## src/lsbde_pkg.sv

```systemverilog
package lsbde_pkg;

  localparam int COLOR_W    = 24;
  localparam int DUTY_W     = 16;
  localparam int PERIOD_W   = 17;
  localparam int LED_NUM_W  = 5;
  localparam int SLOT_W     = 5;
  localparam int SLOT_COUNT = 26;

  localparam logic [SLOT_W-1:0]   SLOT_LAST    = SLOT_W'(SLOT_COUNT - 1);
  localparam logic [SLOT_W-1:0]   SLOT_FIRST   = '0;
  localparam logic [PERIOD_W-1:0] PERIOD_MIN   = 17'd4;
  localparam logic [PERIOD_W-1:0] PERIOD_MAX   = 17'd65536;
  localparam logic [PERIOD_W-1:0] PERIOD_RESET = 17'd90;
  localparam logic [COLOR_W-1:0]  COLOR_WHITE  = 24'hFFFFFF;

  localparam logic CMD_WRITE = 1'b0;
  localparam logic CMD_SEND  = 1'b1;

  typedef struct packed {
    logic write;    // store the color of the accepted item
    logic read;     // read the color under the pointer, latch duty values
    logic load;     // load the read color in GRB order, clear slot counter
    logic next;     // one slot delivered, advance to the next
    logic advance;  // LED finished, move the pointer
  } dp_cmd_t;

  typedef struct packed {
    logic last_slot;
  } dp_status_t;

endpackage

```

## src/lsbde_if.sv

```systemverilog
interface lsbde_in_if;
  logic                              valid;
  logic                              ready;
  logic                              cmd;
  logic [4:0]                        led_index;
  logic [lsbde_pkg::COLOR_W-1:0]     color;

  modport source (output valid, cmd, led_index, color, input ready);
  modport sink (input valid, cmd, led_index, color, output ready);
endinterface

interface lsbde_out_if;
  logic                              valid;
  logic                              ready;
  logic [lsbde_pkg::DUTY_W-1:0]      duty;
  logic                              last_of_led;
  logic [lsbde_pkg::LED_NUM_W-1:0]   led_number;
  logic                              frame_done;

  modport source (output valid, duty, last_of_led, led_number, frame_done, input ready);
  modport sink (input valid, duty, last_of_led, led_number, frame_done, output ready);
endinterface

interface lsbde_cfg_if;
  logic                              valid;
  logic                              ready;
  logic [lsbde_pkg::PERIOD_W-1:0]    data;

  modport source (output valid, data, input ready);
  modport sink (input valid, data, output ready);
endinterface

```

## src/lsbde_ctrl.sv

```systemverilog
module lsbde_ctrl (
  input  logic                  clk,
  input  logic                  rst,
  input  logic                  in_valid,
  input  logic                  in_cmd,
  output logic                  in_ready,
  output logic                  out_valid,
  input  logic                  out_ready,
  input  lsbde_pkg::dp_status_t status,
  output lsbde_pkg::dp_cmd_t    cmd
);

  typedef enum logic [1:0] {
    S_IDLE,
    S_READ,
    S_EMIT
  } state_t;

  state_t state;
  state_t state_next;

  logic in_fire;
  logic out_fire;

  assign in_fire  = in_valid && in_ready;
  assign out_fire = out_valid && out_ready;

  always_comb begin
    cmd        = '0;
    state_next = state;
    unique case (state)
      S_IDLE: begin
        if (in_fire) begin
          if (in_cmd == lsbde_pkg::CMD_SEND) begin
            cmd.read   = 1'b1;
            state_next = S_READ;
          end else begin
            cmd.write = 1'b1;
          end
        end
      end
      S_READ: begin
        cmd.load   = 1'b1;
        state_next = S_EMIT;
      end
      S_EMIT: begin
        if (out_fire) begin
          if (status.last_slot) begin
            cmd.advance = 1'b1;
            state_next  = S_IDLE;
          end else begin
            cmd.next = 1'b1;
          end
        end
      end
      default: state_next = S_IDLE;
    endcase
  end

  always_ff @(posedge clk) begin
    if (rst) begin
      state     <= S_IDLE;
      in_ready  <= 1'b0;
      out_valid <= 1'b0;
    end else begin
      state     <= state_next;
      in_ready  <= (state_next == S_IDLE);
      out_valid <= (state_next == S_EMIT);
    end
  end

endmodule

```

## src/lsbde_dp.sv

```systemverilog
module lsbde_dp #(
  parameter int LED_NUMBER = 32
) (
  input  logic                                clk,
  input  logic                                rst,
  input  lsbde_pkg::dp_cmd_t                  cmd,
  output lsbde_pkg::dp_status_t               status,
  input  logic [4:0]                          led_index,
  input  logic [lsbde_pkg::COLOR_W-1:0]       color,
  input  logic                                cfg_wr,
  input  logic [lsbde_pkg::PERIOD_W-1:0]      cfg_data,
  output logic [lsbde_pkg::DUTY_W-1:0]        duty,
  output logic                                last_of_led,
  output logic [lsbde_pkg::LED_NUM_W-1:0]     led_number,
  output logic                                frame_done
);

  // Only slots reachable by the 5-bit index are stored; the rest stay white.
  localparam int STORE_DEPTH = (LED_NUMBER < 32) ? LED_NUMBER : 32;
  localparam int IDX_W       = (STORE_DEPTH > 1) ? $clog2(STORE_DEPTH) : 1;
  localparam int PTR_W       = (LED_NUMBER > 1) ? $clog2(LED_NUMBER) : 1;
  localparam logic [PTR_W-1:0] PTR_LAST = PTR_W'(LED_NUMBER - 1);

  logic [lsbde_pkg::PERIOD_W-1:0] period;
  logic [lsbde_pkg::PERIOD_W-1:0] period_clamped;
  logic [lsbde_pkg::PERIOD_W+1:0] period_x3;
  logic [lsbde_pkg::DUTY_W-1:0]   one_duty_next;
  logic [lsbde_pkg::DUTY_W-1:0]   zero_duty_next;
  logic [lsbde_pkg::DUTY_W-1:0]   one_duty;
  logic [lsbde_pkg::DUTY_W-1:0]   zero_duty;

  logic [lsbde_pkg::COLOR_W-1:0]  mem [STORE_DEPTH];
  logic [STORE_DEPTH-1:0]         valid;
  logic [lsbde_pkg::COLOR_W-1:0]  rd_color;
  logic                           rd_valid;
  logic [lsbde_pkg::COLOR_W-1:0]  color_eff;

  logic [PTR_W-1:0]               ptr;
  logic [PTR_W-1:0]               led_cur;
  logic [lsbde_pkg::COLOR_W-1:0]  grb;
  logic [lsbde_pkg::SLOT_W-1:0]   slot;
  logic                           wr_en;
  logic                           ptr_in_store;

  always_comb begin
    if (period < lsbde_pkg::PERIOD_MIN) begin
      period_clamped = lsbde_pkg::PERIOD_MIN;
    end else if (period > lsbde_pkg::PERIOD_MAX) begin
      period_clamped = lsbde_pkg::PERIOD_MAX;
    end else begin
      period_clamped = period;
    end
  end

  assign period_x3      = {1'b0, period_clamped, 1'b0} + {2'b00, period_clamped};
  assign one_duty_next  = period_x3[lsbde_pkg::DUTY_W+1:2] - 1'b1;
  assign zero_duty_next = {1'b0, period_clamped[lsbde_pkg::PERIOD_W-1:2]} - 1'b1;

  assign wr_en        = cmd.write && (32'(led_index) < LED_NUMBER);
  assign ptr_in_store = (32'(ptr) < STORE_DEPTH);

  always_ff @(posedge clk) begin
    if (rst) begin
      period <= lsbde_pkg::PERIOD_RESET;
    end else if (cfg_wr) begin
      period <= cfg_data;
    end
  end

  always_ff @(posedge clk) begin
    if (wr_en) begin
      mem[led_index[IDX_W-1:0]] <= color;
    end
    if (cmd.read) begin
      rd_color <= mem[ptr[IDX_W-1:0]];
    end
  end

  // Entries not yet written read as white.
  always_ff @(posedge clk) begin
    if (rst) begin
      valid    <= '0;
      rd_valid <= 1'b0;
    end else begin
      if (wr_en) begin
        valid[led_index[IDX_W-1:0]] <= 1'b1;
      end
      if (cmd.read) begin
        rd_valid <= ptr_in_store && valid[ptr[IDX_W-1:0]];
      end
    end
  end

  assign color_eff = rd_valid ? rd_color : lsbde_pkg::COLOR_WHITE;

  always_ff @(posedge clk) begin
    if (rst) begin
      ptr <= '0;
    end else if (cmd.advance) begin
      ptr <= (ptr == PTR_LAST) ? '0 : ptr + 1'b1;
    end
  end

  always_ff @(posedge clk) begin
    if (cmd.read) begin
      led_cur   <= ptr;
      one_duty  <= one_duty_next;
      zero_duty <= zero_duty_next;
    end
    if (cmd.load) begin
      grb  <= {color_eff[15:8], color_eff[23:16], color_eff[7:0]};
      slot <= lsbde_pkg::SLOT_FIRST;
    end else if (cmd.next) begin
      slot <= slot + 1'b1;
      // hold the first bit through the leading pad slot
      if (slot != lsbde_pkg::SLOT_FIRST) begin
        grb <= {grb[lsbde_pkg::COLOR_W-2:0], 1'b0};
      end
    end
  end

  assign status.last_slot = (slot == lsbde_pkg::SLOT_LAST);

  always_comb begin
    if (slot == lsbde_pkg::SLOT_FIRST || slot == lsbde_pkg::SLOT_LAST) begin
      duty = '0;
    end else begin
      duty = grb[lsbde_pkg::COLOR_W-1] ? one_duty : zero_duty;
    end
  end

  assign last_of_led = status.last_slot;
  assign led_number  = lsbde_pkg::LED_NUM_W'(led_cur);
  assign frame_done  = status.last_slot && (led_cur == PTR_LAST);

endmodule

```

## src/led_strip_bit_duty_encoder_top.sv

```systemverilog
// Write command: input ready stays high, no result.
// Send command: after the READ state, the first duty slot is valid in S_EMIT; 26 slots
// in all at one per cycle while the sink is ready; input ready returns after the last.
// The slot count per send is set by the 26-step slot counter.
// Reset: synchronous; period 90, pointer 0, all color slots read white at once.
module led_strip_bit_duty_encoder_top #(
  parameter int LED_NUMBER = 32
) (
  input  logic        clk,
  input  logic        rst,
  lsbde_in_if.sink    in_ch,
  lsbde_out_if.source out_ch,
  lsbde_cfg_if.sink   cfg
);

  lsbde_pkg::dp_cmd_t    dp_cmd;
  lsbde_pkg::dp_status_t dp_status;

  assign cfg.ready = !rst;

  lsbde_ctrl u_ctrl (
    .clk       (clk),
    .rst       (rst),
    .in_valid  (in_ch.valid),
    .in_cmd    (in_ch.cmd),
    .in_ready  (in_ch.ready),
    .out_valid (out_ch.valid),
    .out_ready (out_ch.ready),
    .status    (dp_status),
    .cmd       (dp_cmd)
  );

  lsbde_dp #(
    .LED_NUMBER (LED_NUMBER)
  ) u_dp (
    .clk         (clk),
    .rst         (rst),
    .cmd         (dp_cmd),
    .status      (dp_status),
    .led_index   (in_ch.led_index),
    .color       (in_ch.color),
    .cfg_wr      (cfg.valid && cfg.ready),
    .cfg_data    (cfg.data),
    .duty        (out_ch.duty),
    .last_of_led (out_ch.last_of_led),
    .led_number  (out_ch.led_number),
    .frame_done  (out_ch.frame_done)
  );

endmodule

```

## src/flat_wrapper.sv

```systemverilog
// flat-port wrapper written by rule: the top's interface ports become plain ports
module led_strip_bit_duty_encoder_top_flat 
#(
  parameter int LED_NUMBER = 32
)
  (clk, rst, in_ch_valid, in_ch_cmd, in_ch_led_index, in_ch_color, in_ch_ready, out_ch_valid, out_ch_duty, out_ch_last_of_led, out_ch_led_number, out_ch_frame_done, out_ch_ready, cfg_valid, cfg_data, cfg_ready);
  lsbde_in_if in_ch_i ();
  lsbde_out_if out_ch_i ();
  lsbde_cfg_if cfg_i ();
  input  logic clk;
  input  logic rst;
  input wire logic [$bits(in_ch_i.valid)-1:0] in_ch_valid;
  input wire logic [$bits(in_ch_i.cmd)-1:0] in_ch_cmd;
  input wire logic [$bits(in_ch_i.led_index)-1:0] in_ch_led_index;
  input wire logic [$bits(in_ch_i.color)-1:0] in_ch_color;
  output wire logic [$bits(in_ch_i.ready)-1:0] in_ch_ready;
  output wire logic [$bits(out_ch_i.valid)-1:0] out_ch_valid;
  output wire logic [$bits(out_ch_i.duty)-1:0] out_ch_duty;
  output wire logic [$bits(out_ch_i.last_of_led)-1:0] out_ch_last_of_led;
  output wire logic [$bits(out_ch_i.led_number)-1:0] out_ch_led_number;
  output wire logic [$bits(out_ch_i.frame_done)-1:0] out_ch_frame_done;
  input wire logic [$bits(out_ch_i.ready)-1:0] out_ch_ready;
  input wire logic [$bits(cfg_i.valid)-1:0] cfg_valid;
  input wire logic [$bits(cfg_i.data)-1:0] cfg_data;
  output wire logic [$bits(cfg_i.ready)-1:0] cfg_ready;
  assign in_ch_i.valid = in_ch_valid;
  assign in_ch_i.cmd = in_ch_cmd;
  assign in_ch_i.led_index = in_ch_led_index;
  assign in_ch_i.color = in_ch_color;
  assign in_ch_ready = in_ch_i.ready;
  assign out_ch_valid = out_ch_i.valid;
  assign out_ch_duty = out_ch_i.duty;
  assign out_ch_last_of_led = out_ch_i.last_of_led;
  assign out_ch_led_number = out_ch_i.led_number;
  assign out_ch_frame_done = out_ch_i.frame_done;
  assign out_ch_i.ready = out_ch_ready;
  assign cfg_i.valid = cfg_valid;
  assign cfg_i.data = cfg_data;
  assign cfg_ready = cfg_i.ready;
  led_strip_bit_duty_encoder_top #(.LED_NUMBER(LED_NUMBER)) u_core (.clk(clk), .rst(rst), .in_ch(in_ch_i), .out_ch(out_ch_i), .cfg(cfg_i));
endmodule
```

## config.mk

```make
export PLATFORM = sky130hd
export DESIGN_NAME = led_strip_bit_duty_encoder_top_flat
export DESIGN_NICKNAME = d
export VERILOG_FILES = /design/src/lsbde_pkg.sv /design/src/lsbde_if.sv /design/src/lsbde_ctrl.sv /design/src/lsbde_dp.sv /design/src/led_strip_bit_duty_encoder_top.sv /design/src/flat_wrapper.sv
export SDC_FILE = /design/constraint.sdc
export NUM_CORES = 1
export LEC_CHECK = 0
export ABC_AREA = 1
export BUFFER_PORTS_ARGS = -buffer_cell sky130_fd_sc_hd__buf_2
export CORE_ASPECT_RATIO = 0.75
export CORE_MARGIN = 2
export CORE_UTILIZATION = 61
export CTS_CLUSTER_DIAMETER = 60
export DETAILED_ROUTE_END_ITERATION = 7
export PLACE_DENSITY = 0.78
export SYNTH_ARGS = -nofsm -noshare
export SYNTH_HDL_FRONTEND = slang
export SYNTH_SLANG_ARGS = --single-unit
```

## constraint.sdc

```tcl
create_clock -name clk -period 6.8 [get_ports clk]
set_input_delay 1.7 -clock clk [delete_from_list [all_inputs] [get_ports clk]]
set_output_delay 1.7 -clock clk [all_outputs]
set_load 0.02 [all_outputs]
```

==> results of run 1 <==
==> layout by cell type, fill, tap and decap left out, types with 24 or more instances in the layout <==
master,n
a21oi_1,46
buf_2,77
clkbuf_16,84
dfxtp_1,61
edfxtp_1,853
ha_1,42
inv_1,106
nand2_1,282
nand3_1,92
nand4_1,29
nor2_1,548
nor2_4,34
o21ai_0,449
o21ai_1,24
o221ai_1,76
o22ai_1,124
==> state kept, by name, indices dropped and copies added, names as in the netlist, 5 cells and up <==
signal,count
u_core.u_dp.grb,24
u_core.u_dp.zero_duty,16
u_core.u_dp.one_duty,16
u_core.u_dp.led_number,5
u_core.u_dp.slot,5
u_core.u_dp.rd_color,24
u_core.u_dp.ptr,5
u_core.u_dp.mem,768
u_core.u_dp.period,17
u_core.u_dp.valid,32
==> per-layer routing <==
layer / vias up / GRT usage [%] / wire length [um]
li1: 11100 / - / -
met1: 12200 / 43.7 / 37300
met2: 1543 / 46.7 / 44000
met3: 205 / 7.89 / 12200
met4: 4 / 11.5 / 3470
met5: - / 0 / 23
==> worst min path at each step <==
stage | startpoint | to | depth (start not counted)
finish | u_core.u_dp.valid[17] | u_core.u_dp.valid[17] | 2
global route | u_core.u_dp.valid[0] | u_core.u_dp.valid[0] | 2
CTS | u_core.u_dp.valid[17] | u_core.u_dp.valid[17] | 2
detailed placement | u_core.u_dp.valid[17] | u_core.u_dp.valid[17] | 2
global placement | u_core.u_dp.valid[17] | u_core.u_dp.valid[17] | 2
floorplan | u_core.u_dp.ptr[2] | u_core.u_dp.led_number[2] | 0
==> power groups by stage <==
| stage | registers, mW | logic, mW | clock network (mW) |
|---|---|---|---|
| after global placement | 6.34 | 0.442 | 0 |
| after global routing | 6.22 | 0.516 | 4.82 |
| final | 6.22 | 0.471 | 4.58 |
| after floorplan | 6.34 | 0.256 | 0 |
| after CTS | 6.22 | 0.463 | 4.59 |
| after detailed placement | 6.34 | 0.460 | 0 |
==> worst register-to-register path: cells and delay by family (launching register included) <==
family	cells	cell delay [ps]
buffers and inverters	3	1780
flip-flops	1	780
AO/OA/AOI/OAI	3	740
AND/OR/NAND/NOR	2	460
==> area by class of cell <==
type / count / area (um^2)
diodes: 4 / 10.0
clock buffers: 100 / 2190
clock inverters: 50 / 460
fillers: 4165 / 19400
inverters: 115 / 442
multi-input cells: 1850 / 9540
flip-flops and latches: 917 / 26900
well taps: 800 / 1000
repair buffers: 96 / 553
==> stage by stage <==
stage	util (%)	power (mW)	setup slack [ps]
2_1_floorplan	-	6.60	2740
3_3_place_gp	63.5	6.78	2590
3_5_place_dp	63.5	6.80	2630
4_1_cts	67.9	11.3	2750
5_1_grt	67.9	11.6	2620
6_report	67.9	11.3	2760
==> logic make-up (layout without fill, tap and decap cells) <==
group	after synthesis	count (layout)	synth area share, %
xor gates and xnor gates	29	29	0.720
DFF	917	917	72.0
buffers and inverters	300	361	3.09
other	0	4	0
adders and majority gates	43	43	1.46
and+or+nand+nor	1015	1015	11.0
AOI/OAI and AO/OA	763	763	11.7
==> metrics.txt, run 1 <==
status complete, no violations; crit path max-delay cell type inv_1; Final setup viols 0; Pint 8.83 mW; ys async rst share 0%; final non-filler cell area between 40000 and 50000 um^2; global-route usage over all layers between 30% and 40%; GPL Wtd Cong slightly above 0.9; CP Capture Point cfg_ready; area leader, netlist edfxtp_1; DRC violations left 0; post-route minimum period about 4000 ps; Final Skew 30.3 ps; Num CTS Buffers 83; Die Area ~63000 um^2; die width roughly 290 um; Final Hold Fails 0; CTS Root Buffer Type clkbuf_16; total placed instance area around 38000 um^2; FP Rows 78; logic gate share of total power under 10%; reg2reg end u_core.u_dp.rd_color[9]; synth unique cells between 40 and 50; Bufs and invs on worst path 3; largest net degree at the start of global routing approximately 220; post_cts resized 0; drt via density 6.39; Clock transition at path regs approximately 70 ps; Post-synth top cells edfxtp_1 (853), nor2_1 (581), o21ai_0 (449); vias in the first global route approximately 24k; Area growth, synth to finish 10.1%; hold_buf cts 0; vias post-DR around 25k; dpl hpwl about 56 mm; #FFs+latches synth a little over 900; Flop pwr share ~55%; Sw Pwr between 2 and 2.5 mW; Synth Flop Type edfxtp_1; initial core utilization about three fifths; Synth Cell Area around 37000 um^2; crit path from rst; routed len/inst between 20 and 25 um; Leak Pwr about 14 nW; Net Count, Synth roughly 3.2k; most common cell in the netlist edfxtp_1; fin nets ~3.2k; P per Cell Area between 200 and 300 nW/um^2; Port Buffers 77; synthesized area per cell between 10 and 15 um^2; cells after synthesis just over 3k; critical path data required time 5100 ps; WP data arrival 2340 ps; CTS max path bufs 3; Setup TNS Final 0 ps; FMAX between 0.2 and 0.25 GHz; Detailed Route Iter0 Violations about 4k; RR Startpoint u_core.u_dp.ptr[1]; first-pass GRT wire length 145 mm; CP Depth 3; Min Hold Slack ~470 ps; CTS tree done; post-synthesis sequential area ratio 72.0%; Least-Margin Pin Slew roughly 1100 ps; crit-path max FO 12; Slew Limit Fails 0; Die Ht 218 um; Slew headroom roughly 24%; EDFF count, synth ~850; layout cell share with drive strength beyond 1 9.05%; post-route insts no fill a little under 4k; Min-Delay Path Class reg2reg; switching share of power a little over a fifth; CP endpoint kind output port; top post-synthesis cells by area edfxtp_1 (69%), o21ai_0 (6.0%), nor2_1 (5.8%), dfxtp_1 (3.4%), nand2_1 (2.8%); Top-Level Pins 78; post-placement cell count roughly 3.8k; total number of yosys warnings 0; worst-case reg-to-reg path depth 8; R2R setup slack a little under 3000 ps; antenna viol nets, final 0; setup bufs post-CTS 0; critical path type in2out; GRT overflow 0; crit path cell chain buf_2, inv_1, buf_2; Clock Power Share between 40% and 50%; Placeable Area 60500 um^2; Final period util approximately three fifths; RSZ-0062 raised after global routing false; htree depth 3; antenna violations before repair 10; CP dominant cell by count buf_2; CTS sink cnt approximately 920; Pre-Repair DR Iteration Count 6; CP top delay family buffers and inverters; Worst path max stage delay around 290 ps; Max-Cap Viols 0; crit start category input pin; drt total wl ~97 mm; Clock Latency Late Sink 660 ps; top-area cell type share of the netlist area between 60% and 70%; Peak supply drop roughly 0.30 mV
Power figures use the tool's default switching activity.
==> run 2: changes to the inputs <==
--- a/config.mk
+++ b/config.mk
@@ -5,7 +5,7 @@
 export SDC_FILE = /design/constraint.sdc
 export NUM_CORES = 1
 export LEC_CHECK = 0
-export ABC_AREA = 1
+export ABC_AREA = 0
 export BUFFER_PORTS_ARGS = -buffer_cell sky130_fd_sc_hd__buf_2
 export CORE_ASPECT_RATIO = 0.75
 export CORE_MARGIN = 2
==> constraint.sdc (replaced) <==
create_clock -name clk -period 4.16 [get_ports clk]
set_input_delay 1.04 -clock clk [delete_from_list [all_inputs] [get_ports clk]]
set_output_delay 1.04 -clock clk [all_outputs]
set_load 0.02 [all_outputs]
==> run 2 against run 1 <==
Compared with the run above:
- clock power increased by 62%
- sequential cell count unchanged
- die area decreased by 1.9%
- wire length decreased by 14%
- total power increased by 62%
- via count decreased by 26%
- critical path depth increased by 13
- clock-buffer cell count increased by 13
==> metrics.txt, run 2 <==
status complete, no violations (unchanged); vias post-DR 18.5k (was 25.1k); area leader, netlist edfxtp_1 (unchanged); most common cell after layout, fill and taps aside edfxtp_1 (unchanged); EDFF count, synth 853 (unchanged); top-area cell type share of the netlist area 69.9% (was 68.6%); htree depth 3 (unchanged); top post-synthesis cells by area edfxtp_1 (70%), mux4_2 (15%), dfxtp_1 (3.5%), ha_1 (1.4%), nor2_1 (1.3%) (was edfxtp_1 (69%), o21ai_0 (6.0%), nor2_1 (5.8%), dfxtp_1 (3.4%), nand2_1 (2.8%)); FP Rows 77 (was 78); Final period util a little over nine tenths; Area growth, synth to finish 13.2% (was 10.1%); CTS tree done (unchanged); Max-Cap Viols 0 (unchanged); Final Skew 22.5 ps (was 30.3 ps); antenna violations before repair 1 (was 10); synthesized area per cell 20.1 um^2 (was 12.2 um^2); drt total wl 83.3 mm (was 96.9 mm); Synth Cell Area 36600 um^2 (was 37300 um^2); Port Buffers 77 (unchanged); synth unique cells 61 (was 42); CP top delay family simple AND/OR/NAND/NOR gates (was buffers and inverters); WP data arrival 4380 ps (was 2340 ps); Min-Delay Path Class reg2reg (unchanged); max reg flops 768 (unchanged); switching share of power 20.7% (was 21.6%); largest net degree at the start of global routing 67 (was 216); Detailed Route Iter0 Violations 2356 (was 4030); final non-filler cell area 41500 um^2 (was 41100 um^2); post-synthesis sequential area ratio 73.4% (was 72.0%); initial core utilization 61.9% (was 61.7%); crit path max-delay cell type nor4_4 (was inv_1); DRC violations left 0 (unchanged); Clock transition at path regs 60 ps (was 70 ps); Placeable Area 59200 um^2 (was 60500 um^2); CP dominant cell by count buf_4 (was buf_2); fin nets 2065 (was 3158); P per Cell Area 440 nW/um^2 (was 274 nW/um^2); Sw Pwr 3.77 mW (was 2.44 mW); commonest non-fill, non-tap cells in the layout edfxtp_1 (853), mux4_2 (250), nor2_1 (91) (was edfxtp_1 (853), nor2_1 (548), o21ai_0 (449)); crit start category register (was input pin); most common cell in the netlist edfxtp_1 (unchanged); Final Hold Fails 0 (unchanged); met2 usage in global routing 42.2% (was 46.7%); Post-synth top cells edfxtp_1 (853), mux4_2 (250), nor2_1 (124) (was edfxtp_1 (853), nor2_1 (581), o21ai_0 (449)); layer with the highest usage met2 (unchanged); layout cell share with drive strength beyond 1 29.7% (was 9.05%); die width 287 um (was 290 um); critical path data required time 4530 ps (was 5100 ps); post-placement cell count 2673 (was 3778); M3 GR Usage 5.42% (was 7.89%); GR Util met1 41.9% (was 43.7%); Net Count, Synth 1916 (was 3162); global-route usage over all layers 27.5% (was 30.9%); Clock Latency Late Sink 630 ps (was 660 ps); CTS max path bufs 3 (unchanged); post-route minimum period 4010 ps; DP Worst Slack -34.9 ps (was 2630 ps); Slew Limit Fails 0 (unchanged); Flop pwr share 55.7% (was 55.2%); Fill cells 3531 (was 4165); hold_buf cts 0 (unchanged); Peak supply drop 0.363 mV (was 0.303 mV); #FFs+latches synth 917 (unchanged); critical path type reg2reg (was in2out); total placed instance area 38700 um^2 (was 38400 um^2); antenna viol nets, final 0 (unchanged); Worst path max stage delay 420 ps (was 290 ps); Pwr Total 18.3 mW (was 11.3 mW); crit-path max FO 8 (was 12); Die Ht 216 um (was 218 um); routed len/inst 29.4 um (was 24.6 um); Bufs and invs on worst path 3 (unchanged); total number of yosys warnings 0 (unchanged); ys async rst share 0% (unchanged); Clock Power Share 40.7% (was 40.6%); logic gate share of total power 3.6% (was 4.2%); Pint 14.5 mW (was 8.83 mW); final design utilization 70.1% (was 67.9%); CTS Root Buffer Type clkbuf_16 (unchanged); Leak Pwr 13.3 nW (was 14.0 nW); cells after synthesis 1821 (was 3067); post-route insts no fill 2831 (was 3932); Final setup viols 0 (unchanged); crit path cell chain nor4_4, nand4_2, o31ai_1, buf_4, nand2_1, buf_4, ha_1, nand2_4, nor4_4, buf_4, a2111oi_2, nor3_1, nand4bb_1, or2_4, nand4bb_1, xnor2_1 (was buf_2, inv_1, buf_2); CTS sink cnt 917 (unchanged); setup slack after layout 150 ps (was 2760 ps); vias in the first global route 18.7k (was 24.1k); first-pass GRT wire length 122 mm (was 145 mm); Top-Level Pins 78 (unchanged); Least-Margin Pin Slew 1150 ps (was 1130 ps); Pre-Repair DR Iteration Count 5 (was 6); Die Area 62100 um^2 (was 63200 um^2); FMAX 0.249 GHz; Num CTS Buffers 83 (unchanged); Synth Flop Type edfxtp_1 (unchanged); GPL Wtd Cong 0.835 (was 0.931); Slew headroom 23.4% (was 24.5%); CP endpoint kind register (was output port); drt via density 6.55 (was 6.39); dpl hpwl 46.3 mm (was 56.0 mm); GRT overflow 0 (unchanged)
==> run 2: layout make-up <==
class | instances | area [um^2] | area share (%)
flip-flops and latches | 917 | 26900 | 64.9
multi-input cells | 756 | 9480 | 22.9
clock buffers | 113 | 2330 | 5.62
repair buffers | 155 | 1230 | 2.98
well taps | 790 | 988 | 2.38
clock inverters | 42 | 298 | 0.718
inverters | 57 | 214 | 0.516
diodes | 1 | 2.50 | 0.00604
==> run 2: cell families (layout without fill, tap and decap cells) <==
family	count (synthesis)	after routing	share of synthesized area (%)
DFF	917	917	73.4
muxes	310	310	17.1
and+or+nand+nor	243	243	3.25
buffers and inverters	148	367	1.56
AOI/OAI and AO/OA	115	115	2.11
xor gates and xnor gates	45	45	1.08
adders and majority gates	43	43	1.49
other	0	1	0
==> run 2: through the flow <==
step           hold WS (ps)  setup TNS (ps)
2_1_floorplan           406               0
3_3_place_gp            441               0
3_5_place_dp            448           -40.7
4_1_cts                 461               0
5_1_grt                 475           -56.6
6_report                459               0
==> run 2: final timing paths <==
kind                           from  cells after the start  slack (ps)                  endpoint
min           u_core.u_dp.valid[18]                      1         460     u_core.u_dp.valid[18]
min reg2reg   u_core.u_dp.valid[18]                      1         460     u_core.u_dp.valid[18]
max          u_core.u_dp.period[14]                     16         150  u_core.u_dp.one_duty[15]
max reg2reg  u_core.u_dp.period[14]                     16         150  u_core.u_dp.one_duty[15]
==> run 2: power groups by stage <==
| stage | Combinational (mW) | Sequential [mW] | Clock (mW) |
|---|---|---|---|
| 5_1_grt | 0.720 | 10.2 | 7.85 |
| 4_1_cts | 0.639 | 10.2 | 7.53 |
| 3_5_place_dp | 0.631 | 10.4 | 0 |
| 3_3_place_gp | 0.610 | 10.4 | 0 |
| 6_report | 0.659 | 10.2 | 7.43 |
| 2_1_floorplan | 0.349 | 10.4 | 0 |
==> run 2: routing by layer <==
layer / part of all wire [%] / vias up / wire length (um)
li1: - / 7707 / -
met1: 41 / 9771 / 34100
met2: 48 / 940 / 39900
met3: 9.2 / 119 / 7620
met4: 1.9 / 2 / 1610
met5: 0.011 / - / 9
==> run 2: worst register-to-register path, stage by stage, from the launching register on <==
cell       delay (ps)
dfxtp_1           350
nor4_4            420
nand4_2           160
o31ai_1           250
buf_4             220
nand2_1            90
buf_4             170
ha_1              340
nand2_4           150
nor4_4             80
buf_4             140
a2111oi_2         360
nor3_1            130
nand4bb_1         210
or2_4             290
nand4bb_1         230
xnor2_1           180
==> run 2: what timing repair did <==
| item | in CTS | in global routing |
|---|---|---|
| gates resized for setup | 1 | 11 |
| setup buffers | 0 | 2 |
| endpoints found under the hold margin | 0 | 0 |
| pin swaps | 0 | 3 |
| endpoints found under the setup margin | 2 | 7 |
